<file path="src/design/udps_pkg.sv">
// Shared types and constants of the up/down potentiometer stepper.
package udps_pkg;

  localparam int CMD_W       = 2;
  localparam int STEP_W      = 9;
  localparam int TARGET_W    = 8;
  localparam int POS_W       = 7;
  localparam int DELTA_W     = 10;
  localparam int TICK_W      = 16;
  localparam int CFG_IDX_W   = 2;
  localparam int IN_TDATA_W  = 24;
  localparam int IN_TUSER_W  = 2;
  localparam int OUT_TDATA_W = 16;

  localparam logic [CMD_W-1:0] CMD_TICK = 2'd0;
  localparam logic [CMD_W-1:0] CMD_REL  = 2'd1;
  localparam logic [CMD_W-1:0] CMD_ABS  = 2'd2;

  localparam logic [CFG_IDX_W-1:0] REG_INC_LOW  = 2'd0;
  localparam logic [CFG_IDX_W-1:0] REG_INC_HIGH = 2'd1;
  localparam logic [CFG_IDX_W-1:0] REG_DESELECT = 2'd2;

  localparam logic [POS_W-1:0] POS_MAX = 7'd99;

  typedef struct packed {
    logic              abs_move;
    logic [STEP_W-1:0] arg;
  } q_entry_t;

  typedef struct packed {
    logic     valid;
    q_entry_t entry;
  } q_head_t;

  typedef struct packed {
    logic queue_empty;
    logic command_dropped;
  } q_status_t;

  typedef struct packed {
    logic [TICK_W-1:0] inc_low;
    logic [TICK_W-1:0] inc_high;
    logic [TICK_W-1:0] deselect;
  } cfg_t;

  typedef struct packed {
    logic             up_direction;
    logic             chip_select_n;
    logic             increment_level;
    logic [POS_W-1:0] wiper_position;
  } pins_t;

endpackage

</file>
<file path="src/design/udps_front.sv">
// Command classifier and command queue of the potentiometer stepper.
module udps_front #(
  parameter int QUEUE_DEPTH = 8
) (
  input  logic                               clk,
  input  logic                               rst_n,
  input  logic                               in_fire,
  input  logic [udps_pkg::CMD_W-1:0]         command,
  input  logic signed [udps_pkg::STEP_W-1:0] step_count,
  input  logic [udps_pkg::TARGET_W-1:0]      target_position,
  input  logic                               deq,
  output udps_pkg::q_head_t                  head,
  output udps_pkg::q_status_t                status
);
  import udps_pkg::*;

  localparam int PTR_W = $clog2(QUEUE_DEPTH);
  localparam int CNT_W = $clog2(QUEUE_DEPTH + 1);
  localparam logic [PTR_W-1:0] PTR_LAST = PTR_W'(QUEUE_DEPTH - 1);
  localparam logic [CNT_W-1:0] CNT_FULL = CNT_W'(QUEUE_DEPTH);

  q_entry_t             mem [QUEUE_DEPTH];
  q_entry_t             head_r;
  logic [PTR_W-1:0]     rd_ptr_r, rd_ptr_nxt;
  logic [PTR_W-1:0]     wr_ptr_r, wr_ptr_nxt;
  logic [CNT_W-1:0]     count_r, count_nxt;
  q_entry_t             new_entry;
  logic                 has_cmd;
  logic                 enq;
  logic [POS_W-1:0]     clamped;

  always_comb begin
    clamped = (target_position > TARGET_W'(POS_MAX)) ? POS_MAX : target_position[POS_W-1:0];
    has_cmd = 1'b0;
    new_entry = '0;
    unique case (command)
      CMD_REL: begin
        has_cmd = 1'b1;
        new_entry.abs_move = 1'b0;
        new_entry.arg = step_count;
      end
      CMD_ABS: begin
        has_cmd = 1'b1;
        new_entry.abs_move = 1'b1;
        new_entry.arg = {{(STEP_W - POS_W){1'b0}}, clamped};
      end
      default: begin
        has_cmd = 1'b0;
      end
    endcase
  end

  assign enq = in_fire && has_cmd && (count_r != CNT_FULL);

  assign head.valid = (count_r != '0) || enq;
  assign head.entry = (count_r == '0) ? new_entry : head_r;

  always_comb begin
    wr_ptr_nxt = wr_ptr_r;
    rd_ptr_nxt = rd_ptr_r;
    if (enq) begin
      wr_ptr_nxt = (wr_ptr_r == PTR_LAST) ? '0 : wr_ptr_r + 1'b1;
    end
    if (deq) begin
      rd_ptr_nxt = (rd_ptr_r == PTR_LAST) ? '0 : rd_ptr_r + 1'b1;
    end
    count_nxt = count_r + CNT_W'(enq) - CNT_W'(deq);
  end

  assign status.queue_empty     = (count_nxt == '0);
  assign status.command_dropped = in_fire && has_cmd && (count_r == CNT_FULL);

  always_ff @(posedge clk) begin
    if (!rst_n) begin
      rd_ptr_r <= '0;
      wr_ptr_r <= '0;
      count_r  <= '0;
    end else begin
      rd_ptr_r <= rd_ptr_nxt;
      wr_ptr_r <= wr_ptr_nxt;
      count_r  <= count_nxt;
    end
  end

  always_ff @(posedge clk) begin
    if (enq) begin
      mem[wr_ptr_r] <= new_entry;
    end
  end

  always_ff @(posedge clk) begin
    if (enq && (wr_ptr_r == rd_ptr_nxt)) begin
      head_r <= new_entry;
    end else begin
      head_r <= mem[rd_ptr_nxt];
    end
  end

endmodule

</file>
<file path="src/design/udps_seq.sv">
// Pulse sequencer that drives the potentiometer lines and tracks the wiper.
module udps_seq (
  input  logic                clk,
  input  logic                rst_n,
  input  logic                step_en,
  input  udps_pkg::cfg_t      cfg,
  input  udps_pkg::q_head_t   head,
  output logic                deq,
  output udps_pkg::pins_t     pins_nxt
);
  import udps_pkg::*;

  localparam logic [2:0] PH_START  = 3'd0;
  localparam logic [2:0] PH_SELECT = 3'd1;
  localparam logic [2:0] PH_BEGIN  = 3'd2;
  localparam logic [2:0] PH_LOW    = 3'd3;
  localparam logic [2:0] PH_HIGH   = 3'd4;
  localparam logic [2:0] PH_DESEL  = 3'd5;

  logic [2:0]                 phase_r, phase_nxt;
  logic signed [DELTA_W-1:0]  delta_r, delta_nxt;
  logic [POS_W-1:0]           pos_r, pos_nxt;
  logic [TICK_W-1:0]          elapsed_r, elapsed_nxt;
  logic                       dir_r, dir_nxt;
  logic                       sel_r, sel_nxt;
  logic                       inc_r, inc_nxt;
  logic [TICK_W-1:0]          elapsed_inc;
  logic                       delta_pos;
  logic signed [DELTA_W-1:0]  delta_step;
  logic signed [DELTA_W-1:0]  new_delta;

  assign elapsed_inc = (elapsed_r == '1) ? elapsed_r : elapsed_r + 1'b1;
  assign delta_pos   = !delta_r[DELTA_W-1] && (delta_r != '0);
  assign delta_step  = delta_pos ? delta_r - 1'b1 : delta_r + 1'b1;

  always_comb begin
    if (head.entry.abs_move) begin
      new_delta = $signed({3'b000, head.entry.arg[POS_W-1:0]}) - $signed({3'b000, pos_r});
    end else begin
      new_delta = {head.entry.arg[STEP_W-1], head.entry.arg};
    end
  end

  always_comb begin
    phase_nxt   = phase_r;
    delta_nxt   = delta_r;
    pos_nxt     = pos_r;
    elapsed_nxt = elapsed_r;
    dir_nxt     = dir_r;
    sel_nxt     = sel_r;
    inc_nxt     = inc_r;
    deq         = 1'b0;
    unique case (phase_r)
      PH_SELECT: begin
        dir_nxt   = delta_pos;
        sel_nxt   = 1'b0;
        phase_nxt = PH_BEGIN;
      end
      PH_BEGIN: begin
        inc_nxt     = 1'b0;
        phase_nxt   = PH_LOW;
        elapsed_nxt = '0;
      end
      PH_LOW: begin
        elapsed_nxt = elapsed_inc;
        if (elapsed_inc >= cfg.inc_low) begin
          if (delta_pos) begin
            pos_nxt = (pos_r < POS_MAX) ? pos_r + 1'b1 : pos_r;
          end else begin
            pos_nxt = (pos_r != '0) ? pos_r - 1'b1 : pos_r;
          end
          delta_nxt = delta_step;
          if (delta_step == '0) begin
            sel_nxt   = 1'b1;
            phase_nxt = PH_DESEL;
          end else begin
            phase_nxt = PH_HIGH;
          end
          inc_nxt     = 1'b1;
          elapsed_nxt = '0;
        end
      end
      PH_HIGH: begin
        elapsed_nxt = elapsed_inc;
        if (elapsed_inc >= cfg.inc_high) begin
          inc_nxt     = 1'b0;
          phase_nxt   = PH_LOW;
          elapsed_nxt = '0;
        end
      end
      PH_DESEL: begin
        elapsed_nxt = elapsed_inc;
        if (elapsed_inc >= cfg.deselect) begin
          phase_nxt = PH_START;
        end
      end
      default: begin
        phase_nxt = PH_START;
        if (head.valid) begin
          deq       = step_en;
          delta_nxt = new_delta;
          if (new_delta != '0) begin
            phase_nxt = PH_SELECT;
          end
        end
      end
    endcase
  end

  assign pins_nxt.up_direction    = dir_nxt;
  assign pins_nxt.chip_select_n   = sel_nxt;
  assign pins_nxt.increment_level = inc_nxt;
  assign pins_nxt.wiper_position  = pos_nxt;

  always_ff @(posedge clk) begin
    if (!rst_n) begin
      phase_r   <= PH_START;
      delta_r   <= '0;
      pos_r     <= '0;
      elapsed_r <= '0;
      dir_r     <= 1'b0;
      sel_r     <= 1'b1;
      inc_r     <= 1'b1;
    end else if (step_en) begin
      phase_r   <= phase_nxt;
      delta_r   <= delta_nxt;
      pos_r     <= pos_nxt;
      elapsed_r <= elapsed_nxt;
      dir_r     <= dir_nxt;
      sel_r     <= sel_nxt;
      inc_r     <= inc_nxt;
    end
  end

endmodule

</file>
<file path="src/design/udps_obuf.sv">
// Two-entry output buffer that decouples the result stream from the tick input.
module udps_obuf (
  input  logic                             clk,
  input  logic                             rst_n,
  input  logic                             push,
  input  logic [udps_pkg::OUT_TDATA_W-1:0] push_data,
  output logic                             push_ready,
  output logic                             out_valid,
  input  logic                             out_ready,
  output logic [udps_pkg::OUT_TDATA_W-1:0] out_data
);
  import udps_pkg::*;

  logic                   v0_r, v1_r;
  logic [OUT_TDATA_W-1:0] d0_r, d1_r;
  logic                   pop;

  assign pop        = v0_r && out_ready;
  assign push_ready = !v1_r;
  assign out_valid  = v0_r;
  assign out_data   = d0_r;

  always_ff @(posedge clk) begin
    if (!rst_n) begin
      v0_r <= 1'b0;
      v1_r <= 1'b0;
    end else begin
      priority if (pop && push) begin
        v0_r <= 1'b1;
      end else if (push) begin
        if (v0_r) begin
          v1_r <= 1'b1;
        end else begin
          v0_r <= 1'b1;
        end
      end else if (pop) begin
        if (v1_r) begin
          v1_r <= 1'b0;
        end else begin
          v0_r <= 1'b0;
        end
      end
    end
  end

  always_ff @(posedge clk) begin
    priority if (pop && push) begin
      d0_r <= push_data;
    end else if (push) begin
      if (v0_r) begin
        d1_r <= push_data;
      end else begin
        d0_r <= push_data;
      end
    end else if (pop) begin
      d0_r <= d1_r;
    end
  end

endmodule

</file>
<file path="src/design/up_down_potentiometer_stepper_core.sv">
// Top level of the up/down digital potentiometer stepper.
//
// Each request on the in_ channel is one timer tick; in_tuser selects tick only,
// a relative move (step_count) or an absolute move (target_position, clamped
// to 99). Moves wait in a command queue of QUEUE_DEPTH entries; a request that
// finds the queue full is dropped and flagged in its result.
// Every tick first queues its move, then advances the pulse sequencer by one
// step, and produces exactly one result on the out_ channel: the three line
// levels, the tracked wiper position, the queue-empty flag and the drop flag.
// A result is registered in the output buffer when its request is accepted.
// Throughput: one request per cycle while in_tready is high; the sequencer and
// the queue both advance in the accepting cycle, so nothing else limits the rate.
// A two-entry output buffer lets a new request in while one result waits;
// in_tready falls only when two results are held by a stalled receiver.
// cfg_ writes set the low, high and deselect times in ticks (reset value 1)
// and are always ready; write them only while the block is idle.
// Reset: wiper 0, chip deselected, increment high, direction down, queue empty.
module up_down_potentiometer_stepper_core #(
  parameter int QUEUE_DEPTH = 8
) (
  input  logic                             clk,
  input  logic                             rst_n,
  input  logic                             in_tvalid,
  output logic                             in_tready,
  // [8:0] step_count, [16:9] target_position, [23:17] zero
  input  logic [udps_pkg::IN_TDATA_W-1:0]  in_tdata,
  // [1:0] command
  input  logic [udps_pkg::IN_TUSER_W-1:0]  in_tuser,
  output logic                             out_tvalid,
  input  logic                             out_tready,
  // [0] up_direction, [1] chip_select_n, [2] increment_level,
  // [9:3] wiper_position, [10] queue_empty, [11] command_dropped, [15:12] zero
  output logic [udps_pkg::OUT_TDATA_W-1:0] out_tdata,
  input  logic                             cfg_valid,
  output logic                             cfg_ready,
  input  logic [udps_pkg::CFG_IDX_W-1:0]   cfg_index,
  input  logic [udps_pkg::TICK_W-1:0]      cfg_data
);
  import udps_pkg::*;

  cfg_t                   cfg_r;
  logic                   in_fire;
  logic                   deq;
  q_head_t                head;
  q_status_t              status;
  pins_t                  pins_nxt;
  logic [OUT_TDATA_W-1:0] result;

  assign cfg_ready = 1'b1;
  assign in_fire   = in_tvalid && in_tready;

  always_ff @(posedge clk) begin
    if (!rst_n) begin
      cfg_r.inc_low  <= TICK_W'(1);
      cfg_r.inc_high <= TICK_W'(1);
      cfg_r.deselect <= TICK_W'(1);
    end else if (cfg_valid) begin
      unique case (cfg_index)
        REG_INC_LOW:  cfg_r.inc_low  <= cfg_data;
        REG_INC_HIGH: cfg_r.inc_high <= cfg_data;
        REG_DESELECT: cfg_r.deselect <= cfg_data;
        default: begin
        end
      endcase
    end
  end

  udps_front #(
    .QUEUE_DEPTH(QUEUE_DEPTH)
  ) u_front (
    .clk             (clk),
    .rst_n           (rst_n),
    .in_fire         (in_fire),
    .command         (in_tuser[CMD_W-1:0]),
    .step_count      (in_tdata[STEP_W-1:0]),
    .target_position (in_tdata[STEP_W+TARGET_W-1:STEP_W]),
    .deq             (deq),
    .head            (head),
    .status          (status)
  );

  udps_seq u_seq (
    .clk      (clk),
    .rst_n    (rst_n),
    .step_en  (in_fire),
    .cfg      (cfg_r),
    .head     (head),
    .deq      (deq),
    .pins_nxt (pins_nxt)
  );

  assign result = {4'b0000, status.command_dropped, status.queue_empty,
                   pins_nxt.wiper_position, pins_nxt.increment_level,
                   pins_nxt.chip_select_n, pins_nxt.up_direction};

  udps_obuf u_obuf (
    .clk        (clk),
    .rst_n      (rst_n),
    .push       (in_fire),
    .push_data  (result),
    .push_ready (in_tready),
    .out_valid  (out_tvalid),
    .out_ready  (out_tready),
    .out_data   (out_tdata)
  );

endmodule

</file>
<file path="config.mk">
export PLATFORM = sky130hd
export DESIGN_NAME = up_down_potentiometer_stepper_core
export DESIGN_NICKNAME = d
export VERILOG_FILES = /design/src/design/udps_pkg.sv /design/src/design/udps_front.sv /design/src/design/udps_seq.sv /design/src/design/udps_obuf.sv /design/src/design/up_down_potentiometer_stepper_core.sv
export SDC_FILE = /design/constraint.sdc
export NUM_CORES = 1
export LEC_CHECK = 0
export BUFFER_PORTS_ARGS = -buffer_cell sky130_fd_sc_hd__buf_2
export CAP_MARGIN = 20
export CORE_MARGIN = 1.5
export CORE_UTILIZATION = 50
export CTS_BUF_LIST = sky130_fd_sc_hd__clkbuf_2 sky130_fd_sc_hd__clkbuf_4 sky130_fd_sc_hd__clkbuf_8
export CTS_CLUSTER_DIAMETER = 30
export DETAILED_ROUTE_END_ITERATION = 7
export PLACE_DENSITY = 0.66
export SYNTH_ARGS = -nofsm -noshare
export SYNTH_HDL_FRONTEND = slang
export SYNTH_HIERARCHICAL = 1
export SYNTH_SLANG_ARGS = --single-unit
</file>
<file path="constraint.sdc">
create_clock -name clk -period 5.3 [get_ports clk]
set_input_delay 1.06 -clock clk [delete_from_list [all_inputs] [get_ports clk]]
set_output_delay 1.06 -clock clk [all_outputs]
set_load 0.005 [all_outputs]
</file>
==> impl_metrics.env, run 1 <==
export IMPL_outcome="finished, final reports clean"
export IMPL_final_max_slew_violation_count=0
export IMPL_die_y_um=156
export IMPL_p_leak_nw=5.32
export IMPL_synth_edf_count=112
export IMPL_gp_congestion=0.858
export IMPL_start_util_pct=51.5
export IMPL_netlist_instances=1106
export IMPL_syn2layout_area_growth_pct=12.9
export IMPL_hold_viol_final=0
export IMPL_setup_ws_ns=0.727
export IMPL_worst_pin_slew_ns=0.878
export IMPL_viasPerCell=5.48
export IMPL_vias=8462
export IMPL_wirelength_mm=25.2
export IMPL_crit_type="flip-flop to flip-flop"
export IMPL_fin_total_pwr_w=0.00641
export IMPL_track_usage_pct=21.4
export IMPL_tns_ns=0
export IMPL_ctsHoldBuffers=0
export IMPL_nets=1335
export IMPL_p_seq_share_pct=31.2
export IMPL_cp_num_buf_inv=0
export IMPL_rsz0062_at_grt="false"
export IMPL_wl_per_cell_um=16.3
export IMPL_slowest_delay_ns=0.80
export IMPL_boundaryPins=68
export IMPL_ys_async_sr_fraction_pct=0
export IMPL_max_freq_mhz=219
export IMPL_preCtsSetupSlack_ns=0.551
export IMPL_htreeDepth=2
export IMPL_dr_pass1_iters=7
export IMPL_ir_drop_mv=0.254
export IMPL_ys_seq_elements=214
export IMPL_p_sw_w=0.00241
export IMPL_worstPathArrival_ns=5.07
export IMPL_min_period_ns=4.57
export IMPL_p_sw_share_pct=37.6
export IMPL_num_rows=55
export IMPL_layout_commonest_cell="nand2_1"
export IMPL_initialDrtViolationCount=550
export IMPL_netlist_area_um2=11800
export IMPL_portBuffers=59
export IMPL_cts_tree="done"
export IMPL_crit_chain="and4_1 -> and4_1 -> nand4_2 -> and3_1 -> nand4_1 -> xnor2_1 -> ha_1 -> a211oi_1 -> o21ai_0 -> a41oi_1 -> o2111ai_2 -> a221oi_4 -> nor2b_2 -> o21ba_1"
export IMPL_root_buffer="clkbuf_8"
export IMPL_clock_path_buffers=3
export IMPL_antenna_found_initial=0
export IMPL_min_period_over_period_pct=86.3
export IMPL_grt_pass1_wl_mm=41.6
export IMPL_dieWidth_um=156
export IMPL_cts_sinks=214
export IMPL_drive_gt1_share_pct=17.8
export IMPL_power_frac_clock_pct=27.8
export IMPL_cts_buffers_inserted=46
export IMPL_cap_violations=0
export IMPL_worstPathRequired_ns=5.79
export IMPL_clk_pin_slew_ns=0.06
export IMPL_clock_latency_ns=0.55
export IMPL_synth_area_leaders="edfxtp_1 29%, dfxtp_1 17%, ha_1 8.9%"
export IMPL_p_int_w=0.00400
export IMPL_grt_overflow=0
export IMPL_cts_setup_buffers=0
export IMPL_cts_resized_gates=0
export IMPL_syn_area_per_cell_um2=10.6
export IMPL_yosysSeqAreaShare_pct=45.9
export IMPL_die_area_um2=24500
export IMPL_yosysWarnings=6
export IMPL_grt_pass1_vias=8392
export IMPL_critPathMostFrequentCell="and4_1"
export IMPL_layout_common_cells="144 x nand2_1, 112 x edfxtp_1, 102 x dfxtp_1"
export IMPL_antenna_cells=0
export IMPL_grt_max_degree=80
export IMPL_slowest_stage="a221oi_4"
export IMPL_synth_top_cell_area_share_pct=28.6
export IMPL_finClkSkew_ns=0.0252
export IMPL_cp_max_fo=21
export IMPL_hold_class="flip-flop to flip-flop"
export IMPL_end_kind="flip-flop"
export IMPL_pwr_density_cell_nw_per_um2=482
export IMPL_drtAntennaViolNets=0
export IMPL_maxSlewHeadroom_pct=41.5
export IMPL_comb_power_share_pct=41.0
export IMPL_critical_path_top_delay_family="compound AO/OA/AOI/OAI gates"
export IMPL_yosysTopAreaCell="edfxtp_1"
export IMPL_hpwl_mm=17.6
export IMPL_core_um2=22800
export IMPL_holdWs_ns=0.455
export IMPL_drc_errors=0
export IMPL_synth_cell_types=86
export IMPL_startpoint_type="flip-flop"
export IMPL_synth_main_ff_cell="edfxtp_1"
export IMPL_finalSetupViolCount=0
synth_stat cells (8+ instances only):
cell,count
nand3_1,25
o21ai_0,29
nor2b_1,14
a21o_1,9
a31oi_1,13
a211oi_1,10
nor4_1,13
nand4_1,11
mux2_2,17
nand2b_1,12
nor3_1,14
buf_2,9
edfxtp_1,112
nor2_1,46
o211ai_1,8
dfxtp_1,102
a22oi_1,9
mux4_2,18
a21oi_1,60
inv_1,90
clkbuf_1,17
mux2i_1,53
xnor2_1,19
ha_1,84
nand2_1,144
o21a_1,8
buf_6,11
and2_1,13
path summary, 6_finish.rpt:
path                                                       from                               to  slack, ns  depth (start not counted)
worst max-delay path            u_seq/elapsed_r[3]$_SDFFE_PN0P_  u_seq/elapsed_r[0]$_SDFFE_PN0P_       0.73                         14
worst min-delay path                     cfg_r[38]$_SDFFE_PN0P_           cfg_r[38]$_SDFFE_PN0P_       0.46                          2
worst max register to register  u_seq/elapsed_r[3]$_SDFFE_PN0P_  u_seq/elapsed_r[0]$_SDFFE_PN0P_       0.73                         14
worst min register to register           cfg_r[38]$_SDFFE_PN0P_           cfg_r[38]$_SDFFE_PN0P_       0.46                          2
layout make-up:
class	count	area, µm²
fillers	1983	9560
multi-input cells	761	5710
flip-flops and latches	214	5410
clock buffers	52	697
repair buffers	84	495
well taps	313	392
inverters	92	345
clock inverters	29	238
kinds of logic after synthesis:
logic type	Yosys count	synth area share [%]
compound gates	219	12.8
xor+xnor	26	1.94
fa+ha+maj	87	9.44
buf+inv	138	5.84
flops	214	45.9
mux	97	10.9
other cells	2	0.0638
simple gates	323	13.0
metrics by stage:
stage / utilization (%) / cells / cell area (µm²)
after floorplan: - / 1113 / 11800
final: 58.1 / 1545 / 13300
after global placement: 53.9 / 1460 / 12300
after global routing: 58.1 / 1545 / 13300
after CTS: 58.0 / 1542 / 13300
after detailed placement: 53.9 / 1461 / 12300
registers in the layout (all words and copies together), names as in the netlist, named ones only:
register / cells
u_seq/dir_r: 1
u_obuf/v1_r: 1
u_front/wr_ptr_r: 3
u_obuf/out_valid: 1
u_front/count_r: 4
u_seq/sel_r: 1
u_obuf/d1_r: 16
cfg_r: 48
u_seq/inc_r: 1
u_seq/elapsed_r: 16
u_seq/phase_r: 3
u_obuf/out_data: 16
u_seq/delta_r: 10
u_front/rd_ptr_r: 3
u_seq/pos_r: 7
u_front/mem: 80
power by group through the flow:
stage | Clock (W) | Sequential, W | Combinational, W
finish | 0.00178 | 0.00200 | 0.00263
global route | 0.00191 | 0.00202 | 0.00294
CTS | 0.00182 | 0.00200 | 0.00260
detailed placement | 0 | 0.00203 | 0.00258
global placement | 0 | 0.00203 | 0.00255
floorplan | 0 | 0.00199 | 0.00203
metal layers:
metal,part of all wire [%],GRT usage (%)
met4,1.8,6.71
met3,4.6,3.71
met5,0,0
met2,46,34.7
met1,48,29.4
worst reg2reg max path, cell delays in order (launching register included):
cell,delay [ns]
dfxtp_1,0.46
and4_1,0.29
and4_1,0.26
nand4_2,0.23
and3_1,0.33
nand4_1,0.18
xnor2_1,0.16
ha_1,0.23
a211oi_1,0.31
o21ai_0,0.14
a41oi_1,0.46
o2111ai_2,0.27
a221oi_4,0.80
nor2b_2,0.28
o21ba_1,0.13
Power figures use the tool's default switching activity.
==> run 2: changes to the inputs <==
--- a/config.mk
+++ b/config.mk
@@ -13,6 +13,7 @@
 export CTS_CLUSTER_DIAMETER = 30
 export DETAILED_ROUTE_END_ITERATION = 7
 export PLACE_DENSITY = 0.66
+export REMOVE_ABC_BUFFERS = 1
 export SYNTH_ARGS = -nofsm -noshare
 export SYNTH_HDL_FRONTEND = slang
 export SYNTH_HIERARCHICAL = 1
==> run 2 against run 1 <==
  * Sequential cell count unchanged
  * Power increased by 7.0%
  * Setup slack improved by 0.048 ns
  * Fmax increased by 1.1%
  * Via count increased by 1.1%
  * Worst hold slack got worse by 0.0013 ns
  * Critical path depth unchanged
  * Clock skew decreased by 0.0058 ns
  * Register-to-register slack improved by 0.05 ns
==> impl_metrics.env, run 2 (synthesized netlist as in run 1, its figures left out) <==
export IMPL_grt_most_used_layer="met2"
export IMPL_hold_viol_final=0
export IMPL_tns_ns=0
export IMPL_layout_commonest_cell="nand2_1"
export IMPL_cts_setup_buffers=0
export IMPL_startpoint="u_seq/elapsed_r[0]$_SDFFE_PN0P_"
export IMPL_seq_area_um2=5410
export IMPL_wirelength_mm=25.5
export IMPL_largest_register="u_front/mem"
export IMPL_p_leak_nw=5.47
export IMPL_reg2reg_from="u_seq/elapsed_r[0]$_SDFFE_PN0P_"
export IMPL_worst_pin_slew_ns=1.00
export IMPL_drive_gt1_share_pct=18.7
export IMPL_die_area_um2=24500
export IMPL_viasPerCell=5.50
export IMPL_crit_type="flip-flop to flip-flop"
export IMPL_root_buffer="clkbuf_8"
export IMPL_largest_register_ffs=80
export IMPL_boundaryPins=68
export IMPL_antenna_found_initial=0
export IMPL_largest_registers="u_front/mem x80, cfg_r x48"
export IMPL_startpoint_type="flip-flop"
export IMPL_min_period_over_period_pct=85.4
export IMPL_initialDrtViolationCount=467
export IMPL_drtAntennaViolNets=0
export IMPL_min_from="cfg_r[35]$_SDFFE_PN0P_"
export IMPL_ir_drop_mv=0.366
export IMPL_maxSlewHeadroom_pct=33.1
export IMPL_crit_chain="ha_1 -> nand3_1 -> nor2_1 -> nand4_2 -> and3_1 -> nand4_1 -> xnor2_1 -> ha_1 -> o21a_1 -> o21ai_0 -> o2111ai_2 -> a221oi_4 -> nor2b_2 -> o21ba_1"
export IMPL_track_usage_pct=21.4
export IMPL_clock_latency_ns=0.56
export IMPL_cts_resized_gates=0
export IMPL_cap_violations=0
export IMPL_cp_num_buf_inv=0
export IMPL_grt_pass1_wl_mm=41.5
export IMPL_cp_max_fo=21
export IMPL_clock_path_buffers=3
export IMPL_critPathMostFrequentCell="ha_1"
export IMPL_cts_buffers_inserted=49
export IMPL_finClkSkew_ns=0.0194
export IMPL_slowest_delay_ns=0.82
export IMPL_antenna_cells=0
export IMPL_max_freq_mhz=221
export IMPL_rsz0062_at_grt="false"
export IMPL_htreeDepth=2
export IMPL_end_kind="flip-flop"
export IMPL_clk_pin_slew_ns=0.05
export IMPL_cts_tree="done"
export IMPL_portBuffers=59
export IMPL_worstPathRequired_ns=5.80
export IMPL_min_period_ns=4.53
export IMPL_cts_sinks=214
export IMPL_use_met1_pct=28.0
export IMPL_pwr_density_cell_nw_per_um2=505
export IMPL_syn2layout_area_growth_pct=15.4
export IMPL_finalSetupViolCount=0
export IMPL_critical_path_top_delay_family="compound AO/OA/AOI/OAI gates"
export IMPL_use_met2_pct=36.2
export IMPL_hpwl_mm=17.5
export IMPL_multiInputGateArea_um2=5720
export IMPL_dr_pass1_iters=6
export IMPL_die_y_um=156
export IMPL_vias=8555
export IMPL_fill_cells=1972
export IMPL_ctsHoldBuffers=0
export IMPL_layout_common_cells="144 x nand2_1, 112 x edfxtp_1, 102 x dfxtp_1"
export IMPL_gp_congestion=0.871
export IMPL_fin_total_pwr_w=0.00686
export IMPL_slowest_stage="a221oi_4"
export IMPL_drc_errors=0
export IMPL_gr_usage_met3_pct=4.10
export IMPL_grt_max_degree=80
export IMPL_core_um2=22800
export IMPL_dieWidth_um=156
export IMPL_outcome="finished, final reports clean"
export IMPL_worstPathArrival_ns=5.02
export IMPL_num_rows=55
export IMPL_hold_class="flip-flop to flip-flop"
export IMPL_grt_pass1_vias=8297
export IMPL_final_max_slew_violation_count=0
export IMPL_start_util_pct=51.5
export IMPL_grt_overflow=0
export IMPL_wl_per_cell_um=16.4
export IMPL_nets=1338
## run 2: cell count changes in the layout (fill, tap and decap cells not counted), sizes merged
cell | previous run | this run
clkinvlp | 8 | 5
clkbuf | 52 | 64
bufinv | 3 | 9
clkinv | 17 | 13
## run 2: tightest hold or removal path, stage by stage (launching register included)
cell and delay, ns:
dfxtp_1 0.30, nand2_1 0.05, mux2i_1 0.05
## run 2: path summary, 6_finish.rpt
check | endpoint | slack [ns] | depth (start not counted)
worst max register to register | u_seq/elapsed_r[0]$_SDFFE_PN0P_ | 0.77 | 14
worst max-delay path | u_seq/elapsed_r[0]$_SDFFE_PN0P_ | 0.77 | 14
worst min register to register | cfg_r[35]$_SDFFE_PN0P_ | 0.45 | 2
worst min-delay path | cfg_r[35]$_SDFFE_PN0P_ | 0.45 | 2
## run 2: cell type report
cell class                 count  area share (%)
clock inverter                28            2.88
multi-input combinational    761            42.1
clock buffer                  64            6.16
sequential                   214            39.8
inverter                      92            2.54
tap                          313            2.88
timing repair buffer          84            3.64
## run 2: power breakdown
group          switching, W  internal [W]  total (W)
Combinational       0.00147       0.00108    0.00255
Sequential         0.000133       0.00189    0.00202
Clock              0.000796       0.00149    0.00228
## run 2: per-stage QoR
step | area (µm²) | std cells | utilization (%) | hold WS (ns) | worst slack, ns
after CTS | 13500 | 1553 | 59.3 | 0.456 | 0.772
final | 13600 | 1556 | 59.4 | 0.454 | 0.775
after floorplan | 11400 | 1067 | - | 0.435 | 0.607
after detailed placement | 12300 | 1461 | 53.9 | 0.448 | 0.514
after global placement | 12300 | 1461 | 53.9 | 0.445 | 0.519
after global routing | 13600 | 1556 | 59.4 | 0.471 | 0.347
## run 2: metal layers
metal / vias to the layer above / wire [µm]
met5: - / 0
met4: 0 / 455
met3: 40 / 1270
met2: 191 / 12300
met1: 4087 / 11400
li1: 4237 / -
